## config.mk

```make
export PLATFORM = sky130hd
export DESIGN_NAME = log_line_assembler_flat
export DESIGN_NICKNAME = d
export VERILOG_FILES = /design/src/hdl/lla_pkg.sv /design/src/hdl/lla_if.sv /design/src/hdl/log_line_assembler.sv /design/src/flat_wrapper.sv
export SDC_FILE = /design/constraint.sdc
export NUM_CORES = 2
export LEC_CHECK = 0
export ABC_AREA = 1
export BUFFER_PORTS_ARGS = -buffer_cell sky130_fd_sc_hd__buf_2
export CAP_MARGIN = 0
export CORE_MARGIN = 4
export CORE_UTILIZATION = 55
export CTS_CLUSTER_SIZE = 30
export DETAILED_ROUTE_END_ITERATION = 16
export PLACE_DENSITY_LB_ADDON = 0.2
export SLEW_MARGIN = 40
export SYNTH_ARGS = -nofsm -noshare
export SYNTH_HDL_FRONTEND = slang
export SYNTH_SLANG_ARGS = --single-unit
export TNS_END_PERCENT = 50
```

## constraint.sdc

```tcl
create_clock -name clk -period 32.5 [get_ports clk]
set_input_delay 3.25 -clock clk [delete_from_list [all_inputs] [get_ports clk]]
set_output_delay 3.25 -clock clk [all_outputs]
set_load 0.1 [all_outputs]
```

## src/hdl/lla_pkg.sv

```systemverilog
// Package for the log line assembler: widths, byte codes, register indexes,
// state type and the control byte filter.
// No dependencies.
package lla_pkg;

	// Line geometry
	localparam int LINE_MAX    = 32;
	localparam int LEVEL_COUNT = 11;
	localparam int LEN_W       = $clog2(LINE_MAX);
	localparam int SEV_W       = 4;
	localparam int STORE_AW    = SEV_W + LEN_W;
	localparam int STORE_DEPTH = LEVEL_COUNT << LEN_W;

	// Field widths
	localparam int BYTE_W    = 8;
	localparam int SEC_W     = 40;
	localparam int NSEC_W    = 30;
	localparam int TID_W     = 32;
	localparam int CFG_IDX_W = 2;

	localparam logic [LEN_W-1:0] FULL_LEN = LEN_W'(LINE_MAX - 1);

	// Byte codes
	localparam logic [BYTE_W-1:0] CH_NUL = 8'h00;
	localparam logic [BYTE_W-1:0] CH_BS  = 8'h08;
	localparam logic [BYTE_W-1:0] CH_LF  = 8'h0a;
	localparam logic [BYTE_W-1:0] CH_VT  = 8'h0b;
	localparam logic [BYTE_W-1:0] CH_FF  = 8'h0c;
	localparam logic [BYTE_W-1:0] CH_CR  = 8'h0d;
	localparam logic [BYTE_W-1:0] CH_ENQ = 8'h05;
	localparam logic [BYTE_W-1:0] CH_BEL = 8'h07;
	localparam logic [BYTE_W-1:0] CH_SO  = 8'h0e;
	localparam logic [BYTE_W-1:0] CH_SI  = 8'h0f;
	localparam logic [BYTE_W-1:0] CH_DC1 = 8'h11;
	localparam logic [BYTE_W-1:0] CH_ESC = 8'h1b;
	localparam logic [BYTE_W-1:0] CH_DEL = 8'h7f;

	// Configuration register indexes
	typedef enum logic [CFG_IDX_W-1:0] {
		REG_ENABLED = 2'd0,
		REG_SINK_A  = 2'd1,
		REG_SINK_B  = 2'd2
	} cfg_reg_t;

	// Line start record
	typedef struct packed {
		logic [SEC_W-1:0]  sec;
		logic [NSEC_W-1:0] nsec;
		logic [TID_W-1:0]  tid;
	} meta_t;

	typedef enum logic {
		ST_IDLE,
		ST_STREAM
	} state_t;

	// Control bytes that are dropped without effect
	function automatic logic is_ignored(input logic [BYTE_W-1:0] b);
		logic hit;
		hit = (b == CH_NUL) || (b == CH_DEL) || (b == CH_SO) || (b == CH_SI) ||
			((b >= CH_ENQ) && (b <= CH_BEL)) || ((b >= CH_DC1) && (b <= CH_ESC));
		return hit;
	endfunction

endpackage

```

## src/hdl/lla_if.sv

```systemverilog
// Channel interfaces of the log line assembler: input byte, output line
// word and configuration write. Depends on lla_pkg.
interface lla_in_if;
	logic                        valid;
	logic                        ready;
	logic [lla_pkg::SEV_W-1:0]   severity;
	logic [lla_pkg::BYTE_W-1:0]  text_byte;
	logic                        end_of_write;
	logic [lla_pkg::SEC_W-1:0]   now_seconds;
	logic [lla_pkg::NSEC_W-1:0]  now_nanoseconds;
	logic [lla_pkg::TID_W-1:0]   thread_id;

	modport source(output valid, severity, text_byte, end_of_write, now_seconds,
		now_nanoseconds, thread_id, input ready);
	modport sink(input valid, severity, text_byte, end_of_write, now_seconds,
		now_nanoseconds, thread_id, output ready);
endinterface

interface lla_out_if;
	logic                        valid;
	logic                        ready;
	logic [lla_pkg::SEV_W-1:0]   line_severity;
	logic [lla_pkg::BYTE_W-1:0]  line_byte;
	logic                        last_of_line;
	logic [lla_pkg::SEC_W-1:0]   start_seconds;
	logic [lla_pkg::NSEC_W-1:0]  start_nanoseconds;
	logic [lla_pkg::TID_W-1:0]   writer_thread;
	logic                        to_sink_a;
	logic                        to_sink_b;

	modport source(output valid, line_severity, line_byte, last_of_line, start_seconds,
		start_nanoseconds, writer_thread, to_sink_a, to_sink_b, input ready);
	modport sink(input valid, line_severity, line_byte, last_of_line, start_seconds,
		start_nanoseconds, writer_thread, to_sink_a, to_sink_b, output ready);
endinterface

interface lla_cfg_if;
	logic                                valid;
	logic                                ready;
	logic [lla_pkg::CFG_IDX_W-1:0]       index;
	logic [lla_pkg::LEVEL_COUNT-1:0]     data;

	modport source(output valid, index, data, input ready);
	modport sink(input valid, index, data, output ready);
endinterface

```

## src/hdl/log_line_assembler.sv

```systemverilog
// Log line assembler top level. Depends on lla_pkg and lla_if.
// A byte that commits nothing leaves input ready. A commit of n stored bytes
// streams n+1 words from the line store read port, one per cycle while output
// is not stalled, and holds input until done; a flush then a commit streams both.
// The first word passes the fetch sequencer, read stage and output register.
// Reset clears line lengths, CR flags and output valid, and enables all levels.
module log_line_assembler (
	input  logic         clk,
	input  logic         arst_n,
	lla_in_if.sink       byte_in,
	lla_out_if.source    line_out,
	lla_cfg_if.sink      cfg
);

	// Configuration registers
	logic [lla_pkg::LEVEL_COUNT-1:0] enabled_q, sink_a_q, sink_b_q;

	assign cfg.ready = 1'b1;

	always_ff @(posedge clk or negedge arst_n) begin
		if (!arst_n) begin
			enabled_q <= '1;
			sink_a_q  <= '1;
			sink_b_q  <= '1;
		end else if (cfg.valid) begin
			case (cfg.index)
				lla_pkg::REG_ENABLED: enabled_q <= cfg.data;
				lla_pkg::REG_SINK_A:  sink_a_q  <= cfg.data;
				lla_pkg::REG_SINK_B:  sink_b_q  <= cfg.data;
				default: ;
			endcase
		end
	end

	// Per-level control state
	logic [lla_pkg::LEN_W-1:0] len_q [lla_pkg::LEVEL_COUNT];
	logic                      cr_q  [lla_pkg::LEVEL_COUNT];

	lla_pkg::state_t state_q, state_nxt;

	// Decode of the offered byte
	logic [lla_pkg::SEV_W-1:0]  lvl;
	logic [lla_pkg::BYTE_W-1:0] b;
	logic                       acc, act, lvl_ok;
	logic                       is_lf, is_vt, is_ff, is_cr, is_bs, plain;
	logic [lla_pkg::LEN_W-1:0]  cur_len, base_len, len_nxt;
	logic                       cur_cr, crlf, flush, commit_b, sink_any;
	logic                       emit1, emit2, go_stream, cr_nxt, st_we_new, meta_we;
	lla_pkg::meta_t             now_meta;

	assign lvl = byte_in.severity;
	assign b   = byte_in.text_byte;
	assign acc = byte_in.valid && byte_in.ready;
	assign now_meta = '{sec: byte_in.now_seconds, nsec: byte_in.now_nanoseconds,
		tid: byte_in.thread_id};

	always_comb begin
		lvl_ok   = lvl < lla_pkg::SEV_W'(lla_pkg::LEVEL_COUNT);
		act      = acc && lvl_ok && enabled_q[lvl];
		is_lf    = b == lla_pkg::CH_LF;
		is_vt    = b == lla_pkg::CH_VT;
		is_ff    = b == lla_pkg::CH_FF;
		is_cr    = b == lla_pkg::CH_CR;
		is_bs    = b == lla_pkg::CH_BS;
		plain    = !(is_lf || is_vt || is_ff || is_cr || is_bs) && !lla_pkg::is_ignored(b);
		cur_len  = len_q[lvl];
		cur_cr   = cr_q[lvl];
		crlf     = cur_cr && is_lf;
		flush    = !cur_cr && (cur_len >= lla_pkg::FULL_LEN);
		base_len = (cur_cr || flush) ? '0 : cur_len;
		commit_b = !crlf && (is_lf || is_vt || is_ff);
		sink_any = sink_a_q[lvl] || sink_b_q[lvl];
		emit1    = (crlf || flush) && sink_any;
		emit2    = commit_b && sink_any;
		go_stream = emit1 || emit2;
		cr_nxt   = !crlf && is_cr && !byte_in.end_of_write;
		st_we_new = !crlf && plain;
		meta_we  = act && !crlf && (base_len == '0);

		// new line length after this byte
		if (crlf || commit_b) begin
			len_nxt = '0;
		end else if (is_cr) begin
			len_nxt = byte_in.end_of_write ? '0 : base_len;
		end else if (is_bs) begin
			len_nxt = (base_len == '0) ? '0 : base_len - 1'b1;
		end else if (plain) begin
			len_nxt = base_len + 1'b1;
		end else begin
			len_nxt = base_len;
		end
	end

	always_ff @(posedge clk or negedge arst_n) begin
		if (!arst_n) begin
			for (int i = 0; i < lla_pkg::LEVEL_COUNT; i++) begin
				len_q[i] <= '0;
				cr_q[i]  <= 1'b0;
			end
		end else if (act) begin
			len_q[lvl] <= len_nxt;
			cr_q[lvl]  <= cr_nxt;
		end
	end

	// Item latched for a streaming commit
	logic [lla_pkg::SEV_W-1:0]  lvl_q;
	logic [lla_pkg::BYTE_W-1:0] byte_q;
	logic [lla_pkg::LEN_W-1:0]  base_q, cnt1_q, cnt2_q;
	lla_pkg::meta_t             new_meta_q;
	logic                       st_pend_q, has2_q, meta2_new_q;

	always_ff @(posedge clk) begin
		if (act && go_stream) begin
			lvl_q       <= lvl;
			byte_q      <= b;
			base_q      <= base_len;
			cnt1_q      <= cur_len;
			cnt2_q      <= base_len;
			new_meta_q  <= now_meta;
			st_pend_q   <= st_we_new;
			has2_q      <= emit2;
			meta2_new_q <= base_len == '0;
		end
	end

	// Fetch sequencer over the line store
	logic                      seg_q, fetch_done_q;
	logic [lla_pkg::LEN_W-1:0] fidx_q, cur_cnt;
	logic                      fetch, fetch_nl, advance, done;
	logic                      s1_vld_s1, s1_nl_s1, s1_seg_s1;
	logic                      ov_q;

	assign cur_cnt  = seg_q ? cnt2_q : cnt1_q;
	assign fetch    = (state_q == lla_pkg::ST_STREAM) && !fetch_done_q;
	assign fetch_nl = fidx_q == cur_cnt;
	assign advance  = !ov_q || line_out.ready;
	assign done     = fetch_done_q && !s1_vld_s1;

	always_ff @(posedge clk or negedge arst_n) begin
		if (!arst_n) begin
			seg_q        <= 1'b0;
			fidx_q       <= '0;
			fetch_done_q <= 1'b1;
			s1_vld_s1    <= 1'b0;
		end else begin
			if (act && go_stream) begin
				seg_q        <= !emit1;
				fidx_q       <= '0;
				fetch_done_q <= 1'b0;
			end else if (fetch && advance) begin
				if (fetch_nl) begin
					if (!seg_q && has2_q) begin
						seg_q  <= 1'b1;
						fidx_q <= '0;
					end else begin
						fetch_done_q <= 1'b1;
					end
				end else begin
					fidx_q <= fidx_q + 1'b1;
				end
			end
			if (advance) begin
				s1_vld_s1 <= fetch;
			end
		end
	end

	always_ff @(posedge clk) begin
		if (advance) begin
			s1_nl_s1  <= fetch_nl;
			s1_seg_s1 <= seg_q;
		end
	end

	// Line store: one write port, one registered read port
	logic [lla_pkg::BYTE_W-1:0]   store_mem [lla_pkg::STORE_DEPTH];
	logic [lla_pkg::BYTE_W-1:0]   store_rd_s1;
	logic                         st_we;
	logic [lla_pkg::STORE_AW-1:0] st_waddr;
	logic [lla_pkg::BYTE_W-1:0]   st_wdata;

	always_comb begin
		if (state_q == lla_pkg::ST_STREAM) begin
			st_we    = done && st_pend_q;
			st_waddr = {lvl_q, base_q};
			st_wdata = byte_q;
		end else begin
			st_we    = act && !go_stream && st_we_new;
			st_waddr = {lvl, base_len};
			st_wdata = b;
		end
	end

	always_ff @(posedge clk) begin
		if (st_we) begin
			store_mem[st_waddr] <= st_wdata;
		end
		if (advance) begin
			store_rd_s1 <= store_mem[{lvl_q, fidx_q}];
		end
	end

	// Line start memory, read on accept (old value kept for the stream)
	lla_pkg::meta_t meta_mem [lla_pkg::LEVEL_COUNT];
	lla_pkg::meta_t meta_rd_s1;

	always_ff @(posedge clk) begin
		if (act) begin
			meta_rd_s1 <= meta_mem[lvl];
		end
		if (meta_we) begin
			meta_mem[lvl] <= now_meta;
		end
	end

	// Output register
	logic [lla_pkg::SEV_W-1:0]  o_sev_q;
	logic [lla_pkg::BYTE_W-1:0] o_byte_q;
	logic                       o_last_q, o_sa_q, o_sb_q;
	lla_pkg::meta_t             o_meta_q;

	always_ff @(posedge clk or negedge arst_n) begin
		if (!arst_n) begin
			ov_q <= 1'b0;
		end else if (advance) begin
			ov_q <= s1_vld_s1;
		end
	end

	always_ff @(posedge clk) begin
		if (advance && s1_vld_s1) begin
			o_sev_q  <= lvl_q;
			o_byte_q <= s1_nl_s1 ? lla_pkg::CH_LF : store_rd_s1;
			o_last_q <= s1_nl_s1;
			o_meta_q <= (s1_seg_s1 && meta2_new_q) ? new_meta_q : meta_rd_s1;
			o_sa_q   <= sink_a_q[lvl_q];
			o_sb_q   <= sink_b_q[lvl_q];
		end
	end

	assign line_out.valid             = ov_q;
	assign line_out.line_severity     = o_sev_q;
	assign line_out.line_byte         = o_byte_q;
	assign line_out.last_of_line      = o_last_q;
	assign line_out.start_seconds     = o_meta_q.sec;
	assign line_out.start_nanoseconds = o_meta_q.nsec;
	assign line_out.writer_thread     = o_meta_q.tid;
	assign line_out.to_sink_a         = o_sa_q;
	assign line_out.to_sink_b         = o_sb_q;

	// State machine: next state
	always_comb begin
		state_nxt = state_q;
		case (state_q)
			lla_pkg::ST_IDLE:   if (act && go_stream) state_nxt = lla_pkg::ST_STREAM;
			lla_pkg::ST_STREAM: if (done) state_nxt = lla_pkg::ST_IDLE;
			default:            state_nxt = lla_pkg::ST_IDLE;
		endcase
	end

	// State machine: outputs
	always_comb begin
		case (state_q)
			lla_pkg::ST_IDLE: byte_in.ready = 1'b1;
			default:          byte_in.ready = 1'b0;
		endcase
	end

	always_ff @(posedge clk or negedge arst_n) begin
		if (!arst_n) begin
			state_q <= lla_pkg::ST_IDLE;
		end else begin
			state_q <= state_nxt;
		end
	end

`ifndef SYNTHESIS
	// fetch index never passes the newline slot of its segment
	a_fidx_bound: assert property (@(posedge clk) disable iff (!arst_n)
		fetch |-> (fidx_q <= cur_cnt))
		else $error("fetch index beyond line length");

	// the read stage only carries words while streaming
	a_s1_in_stream: assert property (@(posedge clk) disable iff (!arst_n)
		s1_vld_s1 |-> (state_q == lla_pkg::ST_STREAM))
		else $error("read stage valid outside stream");

	// a commit that emits blocks input on the next cycle
	a_block_input: assert property (@(posedge clk) disable iff (!arst_n)
		(act && go_stream) |=> !byte_in.ready)
		else $error("input not blocked during commit");

	// closing word of a line is a newline
	a_last_is_lf: assert property (@(posedge clk) disable iff (!arst_n)
		(ov_q && o_last_q) |-> (o_byte_q == lla_pkg::CH_LF))
		else $error("last word of line is not newline");
`endif

endmodule
```

## src/flat_wrapper.sv

```systemverilog
// flat-port wrapper written by rule: the top's interface ports become plain ports
module log_line_assembler_flat 
  (clk, arst_n, byte_in_valid, byte_in_severity, byte_in_text_byte, byte_in_end_of_write, byte_in_now_seconds, byte_in_now_nanoseconds, byte_in_thread_id, byte_in_ready, line_out_valid, line_out_line_severity, line_out_line_byte, line_out_last_of_line, line_out_start_seconds, line_out_start_nanoseconds, line_out_writer_thread, line_out_to_sink_a, line_out_to_sink_b, line_out_ready, cfg_valid, cfg_index, cfg_data, cfg_ready);
  lla_in_if byte_in_i ();
  lla_out_if line_out_i ();
  lla_cfg_if cfg_i ();
  input  logic clk;
  input  logic arst_n;
  input wire logic [$bits(byte_in_i.valid)-1:0] byte_in_valid;
  input wire logic [$bits(byte_in_i.severity)-1:0] byte_in_severity;
  input wire logic [$bits(byte_in_i.text_byte)-1:0] byte_in_text_byte;
  input wire logic [$bits(byte_in_i.end_of_write)-1:0] byte_in_end_of_write;
  input wire logic [$bits(byte_in_i.now_seconds)-1:0] byte_in_now_seconds;
  input wire logic [$bits(byte_in_i.now_nanoseconds)-1:0] byte_in_now_nanoseconds;
  input wire logic [$bits(byte_in_i.thread_id)-1:0] byte_in_thread_id;
  output wire logic [$bits(byte_in_i.ready)-1:0] byte_in_ready;
  output wire logic [$bits(line_out_i.valid)-1:0] line_out_valid;
  output wire logic [$bits(line_out_i.line_severity)-1:0] line_out_line_severity;
  output wire logic [$bits(line_out_i.line_byte)-1:0] line_out_line_byte;
  output wire logic [$bits(line_out_i.last_of_line)-1:0] line_out_last_of_line;
  output wire logic [$bits(line_out_i.start_seconds)-1:0] line_out_start_seconds;
  output wire logic [$bits(line_out_i.start_nanoseconds)-1:0] line_out_start_nanoseconds;
  output wire logic [$bits(line_out_i.writer_thread)-1:0] line_out_writer_thread;
  output wire logic [$bits(line_out_i.to_sink_a)-1:0] line_out_to_sink_a;
  output wire logic [$bits(line_out_i.to_sink_b)-1:0] line_out_to_sink_b;
  input wire logic [$bits(line_out_i.ready)-1:0] line_out_ready;
  input wire logic [$bits(cfg_i.valid)-1:0] cfg_valid;
  input wire logic [$bits(cfg_i.index)-1:0] cfg_index;
  input wire logic [$bits(cfg_i.data)-1:0] cfg_data;
  output wire logic [$bits(cfg_i.ready)-1:0] cfg_ready;
  assign byte_in_i.valid = byte_in_valid;
  assign byte_in_i.severity = byte_in_severity;
  assign byte_in_i.text_byte = byte_in_text_byte;
  assign byte_in_i.end_of_write = byte_in_end_of_write;
  assign byte_in_i.now_seconds = byte_in_now_seconds;
  assign byte_in_i.now_nanoseconds = byte_in_now_nanoseconds;
  assign byte_in_i.thread_id = byte_in_thread_id;
  assign byte_in_ready = byte_in_i.ready;
  assign line_out_valid = line_out_i.valid;
  assign line_out_line_severity = line_out_i.line_severity;
  assign line_out_line_byte = line_out_i.line_byte;
  assign line_out_last_of_line = line_out_i.last_of_line;
  assign line_out_start_seconds = line_out_i.start_seconds;
  assign line_out_start_nanoseconds = line_out_i.start_nanoseconds;
  assign line_out_writer_thread = line_out_i.writer_thread;
  assign line_out_to_sink_a = line_out_i.to_sink_a;
  assign line_out_to_sink_b = line_out_i.to_sink_b;
  assign line_out_i.ready = line_out_ready;
  assign cfg_i.valid = cfg_valid;
  assign cfg_i.index = cfg_index;
  assign cfg_i.data = cfg_data;
  assign cfg_ready = cfg_i.ready;
  log_line_assembler u_core (.clk(clk), .arst_n(arst_n), .byte_in(byte_in_i), .line_out(line_out_i), .cfg(cfg_i));
endmodule
```

==> reports/qor.txt <==
Chip Height: 563.8 um
Hold crit path type: reg2reg
TritonRoute pass-1 iters: 7
H-tree Lvls: 5
Skew-Pair Late Insertion Delay: 0.97 ns
WL per Instance: 28.66 um
Post-synth top area share: 75.88%
Overall power: 15.63 mW
Drt via density: 6.461
Largest net degree at the start of global routing: 227
MaxCap Viol Count: 0
Gr usage total: 29.20%
Startpoint Class: primary input
Layout cell share with drive strength beyond 1: 10.87%
M2 GR Usage: 45.78%
Leakage: 61.65 nW
Number of global-route vias before repair: 103.3k
Antenna violations before repair: 31
Initial DRC Count: 15.95k
Number of storage elements in the synthesis netlist: 4,403
Wire length of the first global-routing pass: 690.5 mm
Post-detail-place hpwl: 276.4 mm
Met1 usage: 40.85%
Slew margin rel.: 34.73%
RSZ-0062 raised after global routing: no
CTS Hold Bufs: 0
Clock Pin Slew Worst Setup and Hold Paths: 0.06 ns
I/O pin count: 253
# DRC: 0
Worst-case reg-to-reg path depth: 15
Critical path arrival: 9.58 ns
Net Sw Power: 5.096 mW
Total gr overflow: 0
Post-synth EDFFs: 4,294
Setup bufs post-CTS: 0
Mapped Avg Cell Area: 13.99 um^2
Cell taking the most area after synthesis: edfxtp_1
Core Box Area: 306,800 um^2
PostCTS Resize Cnt: 0
Clock share of power: 32.7%
Worst setup margin: 23.49 ns
TNS Setup: 0 ns
Async S/R FF share, synth: 2.476%
Critical path required time: 33.06 ns
Clock skew: 0.07476 ns
CTS sink cnt: 4,403
# rows: 203
CP Max Fanout: 91
Nets: 12.30k
Via count: 107.6k
Root buf cell: clkbuf_16
Post-Syn Area: 169,900 um^2
Net Sw Frac: 32.61%
Starting Density: 55.38%
Commonest non-fill, non-tap cells in the layout: edfxtp_1, nor2_1, o21ai_0
Final setup fails: 0
Dpl ws: 22.16 ns
Max-slew violations: 0
CTS tree: yes
Hold path depth: 1
Most Crowded Layer GR: met2
Leading cell type in the layout, fill and taps excluded: edfxtp_1
Die ar.: 317,900 um^2
Antenna Violating Nets Remaining: 0
Final hold vios: 0
Cell Int Power: 10.53 mW
Synth area leaders: edfxtp_1, o21ai_0, nor2_1, nand2_1, a22oi_1
Die W: 563.8 um
Synth Warn #: 0
Crit path kind: in2reg
Sequential group share of total power: 43.3%
Hold Slack: 0.4798 ns
Worst-Margin Slew: 0.9688 ns
Placed insts: 15.82k
Mapped Cells: 12.15k
Met3 Use GR: 6.099%
Pwr Density: 82.04 nW/um^2
Final wirelength: 477.2 mm
Fmax: 0.1109 GHz
Top FF cell, synth: edfxtp_1
Outcome: completed
Synth unique cells: 51
Minimum clock period: 9.014 ns
Setup crit end kind: flop
Layout area overhead: 12.10%
Post-synthesis sequential area ratio: 77.51%
I/O Buffers: 251
Syn_nets: 12.28k
TritonCTS Buffers: 431
Clk buf depth: 4
Period utilisation layout: 27.74%
Gpl congestion: 0.9427
Max VDD drop: 0.06722 mV
Comb power frac: 24.0%
Post-route insts no fill: 16.65k
[kinds of logic after synthesis]
family                     after synthesis  share of synthesized area, %
AOI/OAI and AO/OA                     3240                         11.50
and+or+nand+nor                       3389                         8.005
buffers and inverters                  999                         2.244
xor gates and xnor gates                 8                       0.04124
other                                    1                      0.002207
DFF                                   4403                         77.51
adders and majority gates                3                       0.02209
muxes                                  102                        0.6759
[path summary, 6_finish.rpt]
path | startpoint | to | slack, ns
setup / recovery | byte_in_severity[1] | u_core.meta_mem[9][72] | 23.49
hold / removal | u_core.store_rd_s1[1] | u_core.line_out.line_byte[1] | 0.48
setup reg to reg | u_core.fidx_q[0] | u_core.store_rd_s1[2] | 26.37
hold reg to reg | u_core.store_rd_s1[1] | u_core.line_out.line_byte[1] | 0.48
max in group asynchronous | arst_n | u_core.cr_q[1] | 29.31
min in group asynchronous | arst_n | u_core.len_q[7] | 2.16
[power groups by stage]
stage                     registers, mW  logic (mW)  clock network (mW)
after CTS                          6.77        3.64                5.15
after floorplan                    7.39        2.03                   0
after global routing               6.77        3.96                5.40
after detailed placement           6.89        3.62                   0
after global placement             6.89        3.56                   0
final                              6.77        3.75                5.10
[layer usage]
layer / up-vias / wire (um)
li1: 46050 / -
met1: 53420 / 185400
met2: 7073 / 220500
met3: 1018 / 52660
met4: 6 / 18600
met5: - / 28
[stage by stage]
step           util (%)  area (um^2)
2_1_floorplan         -       169900
3_3_place_gp      57.01       174900
3_5_place_dp      57.23       175600
4_1_cts           61.98       190200
5_1_grt           62.07       190400
6_report          62.08       190500
[cell usage after synthesis (67+ instances only)]
library cell / number
nand2_1: 990
a211o_1: 103
inv_1: 117
nor2_1: 1848
a22oi_1: 413
o221ai_1: 261
clkbuf_1: 782
nand4_1: 67
o22ai_1: 439
dfrtp_1: 75
nand3_1: 422
edfxtp_1: 4294
o211ai_1: 92
o21ai_0: 1541
mux2_2: 102
a21oi_1: 330
[worst max-delay path, stage by stage]
cell and delay, ns:
buf_6 0.26, inv_2 0.33, nand2_2 0.26, inv_8 0.47, buf_6 0.59, a22oi_1 0.15
a21oi_1 0.24, a211o_1 0.14, nand2_1 0.34, inv_6 0.60, nand3_1 0.75, nor2_4 0.70
buf_4 0.70, buf_4 0.66
[layout make-up]
type / instances / area, um^2
tap: 4100 / 5130
inverter: 141 / 591.8
fill: 22570 / 116300
clock inverter: 293 / 3294
antenna: 15 / 37.54
multi-input combinational: 6743 / 34870
timing repair buffer: 446 / 3557
sequential: 4403 / 131700
clock buffer: 507 / 11270
[flip-flops by register name (all words and copies together) (netlist names), 8 cells and up]
register and count:
u_core.line_out.line_byte 8, u_core.sink_b_q 11, u_core.new_meta_q 102, u_core.store_mem 2816
u_core.enabled_q 11, u_core.line_out.writer_thread 32, u_core.meta_rd_s1 102, u_core.line_out.start_nanoseconds 30
u_core.cr_q 11, u_core.sink_a_q 11, u_core.store_rd_s1 8, u_core.line_out.start_seconds 40
u_core.byte_q 8, u_core.meta_mem 1122, u_core.len_q 55
No activity file was read; power rests on OpenSTA's default activity.
